### src/hdl/jmd_pkg.sv
`timescale 1ns / 1ps
`default_nettype none
// ---------------------------------------------------------------------------
// jmd_pkg
// Shared types, constants and helpers for the joystick median direction
// decoder.
// ---------------------------------------------------------------------------
package jmd_pkg;

  localparam int WINDOW_DEF = 5;
  localparam int SAMPLE_W   = 8;
  localparam int DIR_W      = 4;

  localparam logic [SAMPLE_W-1:0] RING_RESET     = 8'd128;
  localparam logic [SAMPLE_W-1:0] CENTER_RESET   = 8'd128;
  localparam logic [SAMPLE_W-1:0] DEADZONE_RESET = 8'd12;
  localparam logic [SAMPLE_W-1:0] BYTE_IDLE      = 8'hFF;

  // Configuration register indexes.
  localparam int CFG_IDX_W = 1;
  localparam logic [CFG_IDX_W-1:0] REG_ANALOG_CENTER = 1'b0;
  localparam logic [CFG_IDX_W-1:0] REG_DEADZONE      = 1'b1;

  // Direction codes.
  localparam logic [DIR_W-1:0] DIR_STOP       = 4'd0;
  localparam logic [DIR_W-1:0] DIR_FWD        = 4'd1;
  localparam logic [DIR_W-1:0] DIR_BACK       = 4'd2;
  localparam logic [DIR_W-1:0] DIR_LEFT       = 4'd3;
  localparam logic [DIR_W-1:0] DIR_RIGHT      = 4'd4;
  localparam logic [DIR_W-1:0] DIR_FWD_LEFT   = 4'd5;
  localparam logic [DIR_W-1:0] DIR_FWD_RIGHT  = 4'd6;
  localparam logic [DIR_W-1:0] DIR_BACK_LEFT  = 4'd7;
  localparam logic [DIR_W-1:0] DIR_BACK_RIGHT = 4'd8;

  // Vertical sign codes.
  localparam logic [1:0] VERT_NONE = 2'd0;
  localparam logic [1:0] VERT_UP   = 2'd1;
  localparam logic [1:0] VERT_DOWN = 2'd2;

  // Active-low button codes.
  localparam logic [SAMPLE_W-1:0] BTN_UP_A   = 8'hFE;
  localparam logic [SAMPLE_W-1:0] BTN_UP_B   = 8'hFC;
  localparam logic [SAMPLE_W-1:0] BTN_UP_C   = 8'hE6;
  localparam logic [SAMPLE_W-1:0] BTN_DOWN_A = 8'hFB;
  localparam logic [SAMPLE_W-1:0] BTN_DOWN_B = 8'hF9;
  localparam logic [SAMPLE_W-1:0] BTN_DOWN_C = 8'hE3;

  typedef struct packed {
    logic [SAMPLE_W-1:0] button_byte;
    logic [SAMPLE_W-1:0] second_byte;
    logic [SAMPLE_W-1:0] third_byte;
    logic [SAMPLE_W-1:0] x_sample;
  } in_word_t;

  typedef struct packed {
    logic [DIR_W-1:0]    direction;
    logic [SAMPLE_W-1:0] filtered_x;
  } out_word_t;

  // Packet flags carried from the input register to the decode stage.
  typedef struct packed {
    logic       dead;
    logic [1:0] vert;
  } pkt_flags_t;

  function automatic logic [1:0] vert_of(input logic [SAMPLE_W-1:0] b);
    logic [1:0] v;
    v = VERT_NONE;
    if (b == BTN_UP_A || b == BTN_UP_B || b == BTN_UP_C) begin
      v = VERT_UP;
    end else if (b == BTN_DOWN_A || b == BTN_DOWN_B || b == BTN_DOWN_C) begin
      v = VERT_DOWN;
    end
    return v;
  endfunction

endpackage
`default_nettype wire

### src/hdl/joystick_median_direction.sv
`timescale 1ns / 1ps
`default_nettype none
// ---------------------------------------------------------------------------
// joystick_median_direction
// Median-filtered analog X axis with deadzone, combined with the button
// byte into a nine-way direction code.
//
//   channel  handshake            payload
//   in       in_valid / in_stall  in_word   (button, second, third, analog X)
//   out      out_valid/ out_stall out_word  (direction, filtered_x)
//   cfg      cfg_we               cfg_index, cfg_data
//
// One word is accepted per cycle while in_stall is low. The accept edge
// writes the sample ring and the input register; the result register is
// loaded from the input register when the output side can advance.
// Reset loads every ring entry with mid-scale, clears the write slot and
// fill count, and loads the register defaults. A held result with a full
// input register stalls the input side in the same cycle.
// ---------------------------------------------------------------------------
module joystick_median_direction
  import jmd_pkg::*;
#(
  parameter int WINDOW = WINDOW_DEF
) (
  input  wire logic                 clk,
  input  wire logic                 rst,
  input  wire logic                 in_valid,
  output logic                      in_stall,
  input  wire in_word_t             in_word,
  output logic                      out_valid,
  input  wire logic                 out_stall,
  output out_word_t                 out_word,
  input  wire logic                 cfg_we,
  input  wire logic [CFG_IDX_W-1:0] cfg_index,
  input  wire logic [SAMPLE_W-1:0]  cfg_data
);

  localparam int CNT_W = $clog2(WINDOW + 1);

  logic [SAMPLE_W-1:0]             center;
  logic [SAMPLE_W-1:0]             deadzone;
  logic                            s1_valid;
  pkt_flags_t                      s1_flags;
  logic                            s1_advance;
  logic                            in_take;
  logic [WINDOW-1:0][SAMPLE_W-1:0] samples;
  logic [CNT_W-1:0]                fill;
  logic [SAMPLE_W-1:0]             median;
  logic [DIR_W-1:0]                direction;

  assign s1_advance = !out_valid || !out_stall;
  assign in_stall   = s1_valid && !s1_advance;
  assign in_take    = in_valid && !in_stall;

  always_ff @(posedge clk) begin
    if (rst) begin
      center   <= CENTER_RESET;
      deadzone <= DEADZONE_RESET;
    end else if (cfg_we) begin
      case (cfg_index)
        REG_ANALOG_CENTER: center   <= cfg_data;
        REG_DEADZONE:      deadzone <= cfg_data;
        default:           ;
      endcase
    end
  end

  jmd_ring #(
    .WINDOW (WINDOW)
  ) u_ring (
    .clk     (clk),
    .rst     (rst),
    .push    (in_take),
    .sample  (in_word.x_sample),
    .samples (samples),
    .fill    (fill)
  );

  always_ff @(posedge clk) begin
    if (rst) begin
      s1_valid <= 1'b0;
    end else if (in_take) begin
      s1_valid <= 1'b1;
    end else if (s1_advance) begin
      s1_valid <= 1'b0;
    end
  end

  always_ff @(posedge clk) begin
    if (in_take) begin
      s1_flags.dead <= in_word.button_byte == BYTE_IDLE &&
                       in_word.second_byte == BYTE_IDLE &&
                       in_word.third_byte  == BYTE_IDLE;
      s1_flags.vert <= vert_of(in_word.button_byte);
    end
  end

  jmd_median #(
    .WINDOW (WINDOW)
  ) u_median (
    .samples (samples),
    .fill    (fill),
    .median  (median)
  );

  jmd_decode u_decode (
    .median    (median),
    .center    (center),
    .deadzone  (deadzone),
    .flags     (s1_flags),
    .direction (direction)
  );

  always_ff @(posedge clk) begin
    if (rst) begin
      out_valid <= 1'b0;
    end else if (s1_advance) begin
      out_valid <= s1_valid;
    end
  end

  always_ff @(posedge clk) begin
    if (s1_advance && s1_valid) begin
      out_word.direction  <= direction;
      out_word.filtered_x <= median;
    end
  end

`ifndef SYNTHESIS
  a_take_fills_s1: assert property (@(posedge clk) disable iff (rst)
    in_take |=> s1_valid)
    else $error("accepted word did not reach the input register");

  a_fill_bound: assert property (@(posedge clk) disable iff (rst)
    fill <= CNT_W'(WINDOW))
    else $error("fill count above window");

  a_no_overwrite: assert property (@(posedge clk) disable iff (rst)
    (s1_valid && out_valid && out_stall) |-> in_stall)
    else $error("input register would be overwritten while held");

  a_dir_range: assert property (@(posedge clk) disable iff (rst)
    out_valid |-> out_word.direction <= DIR_BACK_RIGHT)
    else $error("direction code out of range");
`endif

endmodule
`default_nettype wire

### src/hdl/jmd_ring.sv
`timescale 1ns / 1ps
`default_nettype none
// ---------------------------------------------------------------------------
// jmd_ring
// Ring of the most recent analog X samples with a saturating fill count.
// ---------------------------------------------------------------------------
module jmd_ring
  import jmd_pkg::*;
#(
  parameter int WINDOW = WINDOW_DEF,
  parameter int CNT_W  = $clog2(WINDOW + 1),
  parameter int SLOT_W = (WINDOW > 1) ? $clog2(WINDOW) : 1
) (
  input  wire logic                             clk,
  input  wire logic                             rst,
  input  wire logic                             push,
  input  wire logic [SAMPLE_W-1:0]              sample,
  output logic      [WINDOW-1:0][SAMPLE_W-1:0]  samples,
  output logic      [CNT_W-1:0]                 fill
);

  logic [SLOT_W-1:0] slot;

  always_ff @(posedge clk) begin
    if (rst) begin
      slot <= '0;
      fill <= '0;
      for (int i = 0; i < WINDOW; i++) begin
        samples[i] <= RING_RESET;
      end
    end else if (push) begin
      for (int i = 0; i < WINDOW; i++) begin
        if (slot == SLOT_W'(i)) begin
          samples[i] <= sample;
        end
      end
      slot <= (slot == SLOT_W'(WINDOW - 1)) ? '0 : slot + 1'b1;
      if (fill != CNT_W'(WINDOW)) begin
        fill <= fill + 1'b1;
      end
    end
  end

endmodule
`default_nettype wire

### src/hdl/jmd_median.sv
`timescale 1ns / 1ps
`default_nettype none
// ---------------------------------------------------------------------------
// jmd_median
// Rank-select median of the stored samples: each sample counts how many
// stored samples sort ahead of it, and the one at rank fill/2 is chosen.
// ---------------------------------------------------------------------------
module jmd_median
  import jmd_pkg::*;
#(
  parameter int WINDOW = WINDOW_DEF,
  parameter int CNT_W  = $clog2(WINDOW + 1)
) (
  input  wire logic [WINDOW-1:0][SAMPLE_W-1:0] samples,
  input  wire logic [CNT_W-1:0]                fill,
  output logic      [SAMPLE_W-1:0]             median
);

  logic [WINDOW-1:0]            used;
  logic [WINDOW-1:0][CNT_W-1:0] rank;
  logic [CNT_W-1:0]             target;

  assign target = fill >> 1;

  always_comb begin
    for (int i = 0; i < WINDOW; i++) begin
      used[i] = CNT_W'(i) < fill;
    end
    // Equal values are ordered by slot so that every rank is unique.
    for (int i = 0; i < WINDOW; i++) begin
      rank[i] = '0;
      for (int j = 0; j < WINDOW; j++) begin
        if (used[j] && (samples[j] < samples[i] ||
                        (samples[j] == samples[i] && j < i))) begin
          rank[i] = rank[i] + 1'b1;
        end
      end
    end
    median = '0;
    for (int i = 0; i < WINDOW; i++) begin
      if (used[i] && rank[i] == target) begin
        median = median | samples[i];
      end
    end
  end

endmodule
`default_nettype wire

### src/hdl/jmd_decode.sv
`timescale 1ns / 1ps
`default_nettype none
// ---------------------------------------------------------------------------
// jmd_decode
// Turns the median and the packet flags into one of nine direction codes.
// ---------------------------------------------------------------------------
module jmd_decode
  import jmd_pkg::*;
(
  input  wire logic [SAMPLE_W-1:0] median,
  input  wire logic [SAMPLE_W-1:0] center,
  input  wire logic [SAMPLE_W-1:0] deadzone,
  input  wire pkt_flags_t          flags,
  output logic      [DIR_W-1:0]    direction
);

  logic                below;
  logic [SAMPLE_W-1:0] gap;
  logic                still;

  assign below = median < center;
  assign gap   = below ? center - median : median - center;
  assign still = gap <= deadzone;

  always_comb begin
    if (flags.dead) begin
      direction = DIR_STOP;
    end else begin
      case (flags.vert)
        VERT_UP: begin
          direction = still ? DIR_FWD : (below ? DIR_FWD_LEFT : DIR_FWD_RIGHT);
        end
        VERT_DOWN: begin
          direction = still ? DIR_BACK : (below ? DIR_BACK_LEFT : DIR_BACK_RIGHT);
        end
        default: begin
          direction = still ? DIR_STOP : (below ? DIR_LEFT : DIR_RIGHT);
        end
      endcase
    end
  end

endmodule
`default_nettype wire

### config.mk
export PLATFORM = sky130hd
export DESIGN_NAME = joystick_median_direction
export DESIGN_NICKNAME = d
export VERILOG_FILES = /design/src/hdl/jmd_pkg.sv /design/src/hdl/joystick_median_direction.sv /design/src/hdl/jmd_ring.sv /design/src/hdl/jmd_median.sv /design/src/hdl/jmd_decode.sv
export SDC_FILE = /design/constraint.sdc
export NUM_CORES = 1
export LEC_CHECK = 0
export ABC_AREA = 1
export BUFFER_PORTS_ARGS = -buffer_cell sky130_fd_sc_hd__buf_2
export CAP_MARGIN = 10
export CELL_PAD_IN_SITES_DETAIL_PLACEMENT = 1
export CELL_PAD_IN_SITES_GLOBAL_PLACEMENT = 2
export CORE_ASPECT_RATIO = 0.6
export CORE_MARGIN = 2
export CORE_UTILIZATION = 35
export CTS_CLUSTER_DIAMETER = 60
export DETAILED_ROUTE_END_ITERATION = 12
export PLACE_DENSITY = 0.89
export SYNTH_ARGS = -nofsm -noshare
export SYNTH_HDL_FRONTEND = slang
export SYNTH_SLANG_ARGS = --single-unit
### constraint.sdc
create_clock -name clk -period 6 [get_ports clk]
set_input_delay 1.2 -clock clk [delete_from_list [all_inputs] [get_ports clk]]
set_output_delay 1.2 -clock clk [all_outputs]
set_load 0.05 [all_outputs]
# [Word level (Yosys, flattened, before mapping)]
# Index checks and enable logic that the tools add are counted.
[op_classes] addsub=24 order_cmp=32 n_eq_ne=31 n_mux=42 bitwise=5 n_reduce_logical=64
[ops] op="< comparator 8 bit" n=26
[ops] op="== test 8 bit" n=10
[ops] op="== test 8 bit, second input constant" n=9
[ops] op="adder 3 x 1 -> 3 bit, second input constant" n=22
[ops] op="2-to-1 mux 3 bit" n=22
[ops] op="2-to-1 mux 8 bit" n=6
[ops] op="logical AND 1 bit" n=35
[ops] op="OR 8 bit" n=4
[ops] op="2-to-1 mux 4 bit" n=4
[ops] op="AND reduction 2 bit" n=8
[ops] op="subtractor 8 bit" n=2
[ops] op="== test 3 x 2 -> 1 bit" n=5
[ops] op="logical OR 1 bit" n=15
[ops] op="<= comparator 8 bit" n=1
[ops] op="one-hot mux 4 bit (2 select lines)" n=1
[ops] op="2-to-1 mux 1 bit" n=7
[ops] op="== test 3 x 2 -> 1 bit, second input constant" n=2
[ops] op="< comparator 1 x 3 -> 1 bit, first input constant" n=2
[ops] op="< comparator 2 x 3 -> 1 bit, first input constant" n=2
[ops] op="logical NOT 1 bit" n=4
[ops] op="2-to-1 mux 2 bit" n=2
[ops] op="== test 3 x 1 -> 1 bit, second input constant" n=1
[ops] op="== test 3 bit, second input constant" n=1
[ops] op="logical NOT 3 bit" n=1
[ops] op="6 further kinds" n=6
[totals] reg_bits=79 in_bits=46 out_inout_bits=14 wordCells=213

# [Longest topological paths before layout]
[depth] ltp_word=27 mapped_depth=47 mapped_depth_nobuf=47

# [Cells and area by module]
# Synthesis repeated with hierarchy kept, for this count alone.
[hier_totals] hier_cells=1198 hier_area_um2=7988.9
[by_module_without_submodules] mod="jmd_median" instances=1 cells_per_inst=593 area_per_inst_um2=3577.2 seq_area_each_um2=0.0
[by_module_without_submodules] mod="jmd_ring" instances=1 cells_per_inst=278 area_per_inst_um2=1993.2 seq_area_each_um2=920.9
[by_module_without_submodules] mod="joystick_median_direction" instances=1 cells_per_inst=137 area_per_inst_um2=1249.9 seq_area_each_um2=810.8
[by_module_without_submodules] mod="jmd_decode" instances=1 cells_per_inst=190 area_per_inst_um2=1168.6 seq_area_each_um2=0.0

# [Worst setup path after synthesis]
# OpenSTA, ideal clock, no wires.
[synth_timing] path_kind="reg-to-reg" startpoint="register u_ring.samples[15] (netlist name)" endpoint="register out_word[9] (netlist name), data pin" setup_time_ps=261 t_arrival_ps=5185 required_time_ps=5739 path_slack_ps=554 path_stages_with_launch=40 path_buffers=1 synth_period_minus_slack_ps=5446 path_cell_list="dfxtp_1 > inv_1 > ha_1 > a21o_1 > nor2_1 > nand3_1 > nand2_1 > inv_1 > ha_1 > inv_1 > nand2_1 > nand2_1 > inv_1 > ha_1 > o21ai_0 > inv_1 > o21ai_0 > nor2_2 > [... 4 more ...] > inv_1 > fa_1 > nand3_1 > nand2_1 > nand4_1 > nand2_1 > buf_2 > mux2i_1 > xor2_1 > inv_1 > ha_1 > nand2_1 > o21ai_0 > nand2_1 > o211ai_1 > nand3_1 > o21ai_0 > a21oi_1"
[synth_via] elab_chain_cells=26
[synth_lines] element="start, declared" line_no="jmd_ring.sv:18" rtl="output logic [WINDOW-1:0][SAMPLE_W-1:0] samples,"
[synth_lines] element="start signal, assigned by index" line_no="jmd_ring.sv:34" rtl="samples[i] <= sample;"
[synth_lines] element="< comparator 8 bit / == test 8 bit (equally long branches)" line_no="jmd_median.sv:33, jmd_median.sv:34"
[synth_lines] element="logical OR 1 bit" line_no="jmd_median.sv:33" rtl="if (used[j] && (samples[j] < samples[i] ||"
[synth_lines] element="logical AND 1 bit" line_no="jmd_median.sv:33"
[synth_lines] element="2-to-1 mux 1 bit" line_no="jmd_median.sv:33"
[synth_lines] element="adder 3 x 1 -> 3 bit" line_no="jmd_median.sv:35" rtl="rank[i] = rank[i] + 1'b1;"
[synth_lines] element="2-to-1 mux 3 bit" line_no="jmd_median.sv:33"
[synth_lines] element="adder 3 x 1 -> 3 bit" line_no="jmd_median.sv:35"
[synth_lines] element="2-to-1 mux 3 bit" line_no="jmd_median.sv:33"
[synth_lines] element="[... 10 more ...]"
[synth_lines] element="2-to-1 mux 8 bit" line_no="jmd_median.sv:41" rtl="if (used[i] && rank[i] == target) begin"
[synth_lines] element="OR 8 bit" line_no="jmd_median.sv:42" rtl="median = median | samples[i];"
[synth_lines] element="2-to-1 mux 8 bit (*)" line_no="jmd_median.sv:41"
[synth_lines] element="subtractor 8 bit / < comparator 8 bit (equally long branches)" line_no="jmd_decode.sv:22, jmd_decode.sv:21"
[synth_lines] element="2-to-1 mux 8 bit" line_no="jmd_decode.sv:22" rtl="assign gap = below ? center - median : median - center;"
[synth_lines] element="<= comparator 8 bit" line_no="jmd_decode.sv:23" rtl="assign still = gap <= deadzone;"
[synth_lines] element="2-to-1 mux 4 bit (on tied branches)" line_no="jmd_decode.sv:37, jmd_decode.sv:31, jmd_decode.sv:34"
[synth_lines] element="one-hot mux 4 bit (2 select lines) (*)" line_no="jmd_decode.sv:29" rtl="case (flags.vert)"
[synth_lines] element="end, declared" line_no="joystick_median_direction.sv:32" rtl="output out_word_t out_word,"
# Every way passes the cells marked *; elsewhere a longest branch is shown, timed or not.
# A chain may end at the register's enable or synchronous reset.

# [Worst setup path after layout]
[layout_timing] startpoint="register u_ring.samples[11] (netlist name)" endpoint="register out_word[10] (netlist name), data pin"
[layout_via] elab_chain_cells=26
[layout_lines] element="< comparator 8 bit / == test 8 bit (equally long branches)" line_no="jmd_median.sv:33, jmd_median.sv:34"
[layout_lines] element="logical OR 1 bit" line_no="jmd_median.sv:33"
[layout_lines] element="logical AND 1 bit" line_no="jmd_median.sv:33"
[layout_lines] element="2-to-1 mux 1 bit" line_no="jmd_median.sv:33"
[layout_lines] element="adder 3 x 1 -> 3 bit" line_no="jmd_median.sv:35"
[layout_lines] element="2-to-1 mux 3 bit" line_no="jmd_median.sv:33"
[layout_lines] element="adder 3 x 1 -> 3 bit" line_no="jmd_median.sv:35"
[layout_lines] element="2-to-1 mux 3 bit" line_no="jmd_median.sv:33"
[layout_lines] element="[... 11 more ...]"
[layout_lines] element="OR 8 bit" line_no="jmd_median.sv:42"
[layout_lines] element="2-to-1 mux 8 bit (*)" line_no="jmd_median.sv:41"
[layout_lines] element="named net median[2]" line_no="joystick_median_direction.sv:48" rtl="logic [SAMPLE_W-1:0] median;"
[layout_lines] element="subtractor 8 bit / < comparator 8 bit (equally long branches)" line_no="jmd_decode.sv:22, jmd_decode.sv:21"
[layout_lines] element="2-to-1 mux 8 bit" line_no="jmd_decode.sv:22"
[layout_lines] element="<= comparator 8 bit" line_no="jmd_decode.sv:23"
[layout_lines] element="2-to-1 mux 4 bit (on tied branches)" line_no="jmd_decode.sv:37, jmd_decode.sv:31, jmd_decode.sv:34"
[layout_lines] element="one-hot mux 4 bit (2 select lines) (*)" line_no="jmd_decode.sv:29"
# The timed path passes the listed nets; every way through them passes the cells marked *.

==> results.yml <==
timing:
  timing.final.crit_share_pct: 107
  finalSetupViolCount: 4
  finalWorstSetupSlack_ps: -436
  maxSlewViolCount: 0
  tightest_slew_ps: 718
  clock.fmax_mhz: 155
  relSlewSlack_pct: 52.0
  fin_crit_ps: 6440
  finalClockSkew_ps: 6.55
  final_hold_viol_count: 0
  holdWs_ps: 484
  rsz0062_at_grt: "true"
routing:
  drt-initial-drc-count: 683
  vias: 8992
  drc_errors: 0
  routed_via_density: 5.60
  drt-wirelength-per-cell_microns: 22.7
  antenna_left: 0
  dr.pass1.iters: 5
  wirelength_microns: 36400
setup_path:
  critPathBufInv: 10
  cpMostUsedCell: "nand2_1"
  worstSetupPathType: "flop to flop"
  crit_family: "simple AND/OR/NAND/NOR gates"
  slowest_delay_ps: 360
  crit_fanout: 8
  worstSetupEndpointType: "flop"
  cp-start-kind: "flop"
  cp.arrival_ps: 6640
  crit_required_ps: 6200
  critPathSlowestCell: "dfxtp_2"
clock_network:
  cts_buffer_depth: 2
  ctsHoldBuffers: 0
  cts_tree: "done"
  clk-insertion-delay-late_ps: 360
  clkTransAtPathRegs_ps: 70
  cts_num_sinks: 79
  cts_inserted_buffers: 9
  root_buffer: "clkbuf_16"
  cts_max_level: 3
final_layout:
  final_common_cell: "nand2_1"
  num_antenna_cells: 0
  drive_above_1_share_pct: 38.7
  finalNetCount: 1504
  area_delta_synth_final_pct: 51.7
  mostFrequentLayoutCells: "212 x nand2_1, 196 x buf_4, 134 x inv_1"
outcome:
  status: "complete, but fails checks"
  violations: "setup timing"
grt:
  antenna_found_initial: 0
  grtUsageMet3_pct: 5.45
  track_usage_pct: 29.2
  grt_pass1_wl_microns: 48700
  met2_usage_pct: 44.7
  grt-busiest-layer: "met2"
  first_global_vias: 8882
  met1_usage_pct: 41.9
  grt_max_degree: 32
  globalRouteOverflowTotal: 0
die:
  fp.dieH_microns: 115
  die_w_microns: 190
  fp-row-count: 40
  dieArea_sq_mm: 0.0219
  core_area_sq_mm: 0.0202
  io_pins: 60
  start_util_pct: 35.9
synth:
  synthArstFlopShare_pct: 0
  yosysWarnings: 0
  syn_avg_cell_area_sq_um: 6.86
  syn_nets: 1231
  synth.distinct_cells: 39
  synthCells: 1056
  yosysSeqAreaShare_pct: 23.9
  syn-cell-area_sq_mm: 0.00724
  ys_seq_elements: 79
  synth_ff_type: "dfxtp_1"
  synth_edf_count: 15
pwr:
  sequentialPowerShare_pct: 21.1
  p_sw_w: 0.00122
  p_clk_share_pct: 22.9
  netSwitchingFraction_pct: 42.0
  power_w: 0.00290
  power_frac_comb_pct: 56.0
  p_leak_nw: 5.39
  ir_drop_uv: 174
  power.density_mw_per_mm2: 264
  internal-power_w: 0.00168
min_path:
  hold_class: "flop to flop"
placement:
  io_buffers: 59
  dp_hpwl_microns: 24200
  gp_congestion: 0.916
run:
  drv_cap: 0
==> repair_timing <==
action,4_1_cts,5_1_grt
buffers inserted,21,23
endpoints found under the setup margin,4,4
gates resized for setup,131,142
pin swaps,43,84
==> power by group through the flow <==
stage / Combinational [W] / Clock [W] / Sequential [W]
after floorplan: 0.000567 / 0 / 0.000631
after global placement: 0.00108 / 0 / 0.000614
after detailed placement: 0.00113 / 0 / 0.000616
after CTS: 0.00129 / 0.000665 / 0.000608
after global routing: 0.00173 / 0.000689 / 0.000613
final: 0.00162 / 0.000662 / 0.000611
==> cell families (layout without fill, tap and decap cells) <==
logic type	count (synthesis)	after routing	synth area share, %
AO/OA/AOI/OAI	195	195	14.5
XOR/XNOR	8	8	0.967
adder cells (fa/ha/maj)	129	129	22.5
buffers and inverters	179	457	9.62
flip-flops	79	79	23.9
multiplexers	1	1	0.138
AND/OR/NAND/NOR	465	465	28.4
==> per-layer routing <==
metal,share of wire [%],vias to the layer above
met5,0,-
met4,3.6,0
met3,8.5,108
met2,45,414
met1,43,4387
li1,-,4083
==> state kept, by name, summed over array words and instances, names as in the netlist <==
name            cells
s1_flags            3
u_ring.fill         3
u_ring.samples     40
deadzone            8
u_ring.slot         3
out_valid           1
out_word           12
s1_valid            1
center              8
==> final timing paths <==
kind	startpoint	to	slack, ps	cells past startpoint
max reg2reg	u_ring.samples[11]$_SDFFE_PP0P_	out_word[10]$_SDFFCE_PP0P_	-440	41
max	u_ring.samples[11]$_SDFFE_PP0P_	out_word[10]$_SDFFCE_PP0P_	-440	41
min reg2reg	deadzone[7]$_SDFFE_PP0P_	deadzone[7]$_SDFFE_PP0P_	480	2
min	deadzone[7]$_SDFFE_PP0P_	deadzone[7]$_SDFFE_PP0P_	480	2
==> Yosys cell counts, types with 12 or more instances <==
master    number  area share [%]
clkbuf_1      12            0.62
o21ai_0       67             4.6
edfxtp_1      15             6.2
ha_1         127              22
nand4_1       35             3.0
nor2_1        51             2.6
dfxtp_1       64              18
nand3_1      101             7.0
nand2_1      256              13
inv_1        153             7.9
a21oi_1      102             7.0
==> metrics by stage <==
step / instance area, sq um / util (%) / setup slack (ps) / TNS [ps] / cells
after floorplan: 7240 / - / 554 / 0 / 1056
after global placement: 9190 / 45.6 / -444 / -1640 / 1549
after detailed placement: 9190 / 45.6 / -744 / -2790 / 1549
after CTS: 10200 / 50.8 / 1.17 / 0 / 1586
after global routing: 11000 / 54.5 / -672 / -2450 / 1607
final: 11000 / 54.5 / -436 / -1510 / 1607
==> final cells by class <==
cell class | count | area (sq um)
flip-flops and latches | 79 | 1780
multi-input cells | 798 | 5800
inverters | 159 | 602
clock buffers | 11 | 264
repair buffers | 282 | 2120
clock inverters | 5 | 85.1
well taps | 273 | 342
fillers | 2497 | 9180
==> tightest hold or removal path, stage by stage, from the launching register on <==
cell	delay [ps]
dfxtp_1	300
inv_1	70
a21oi_1	60
Power figures use the tool's default switching activity.
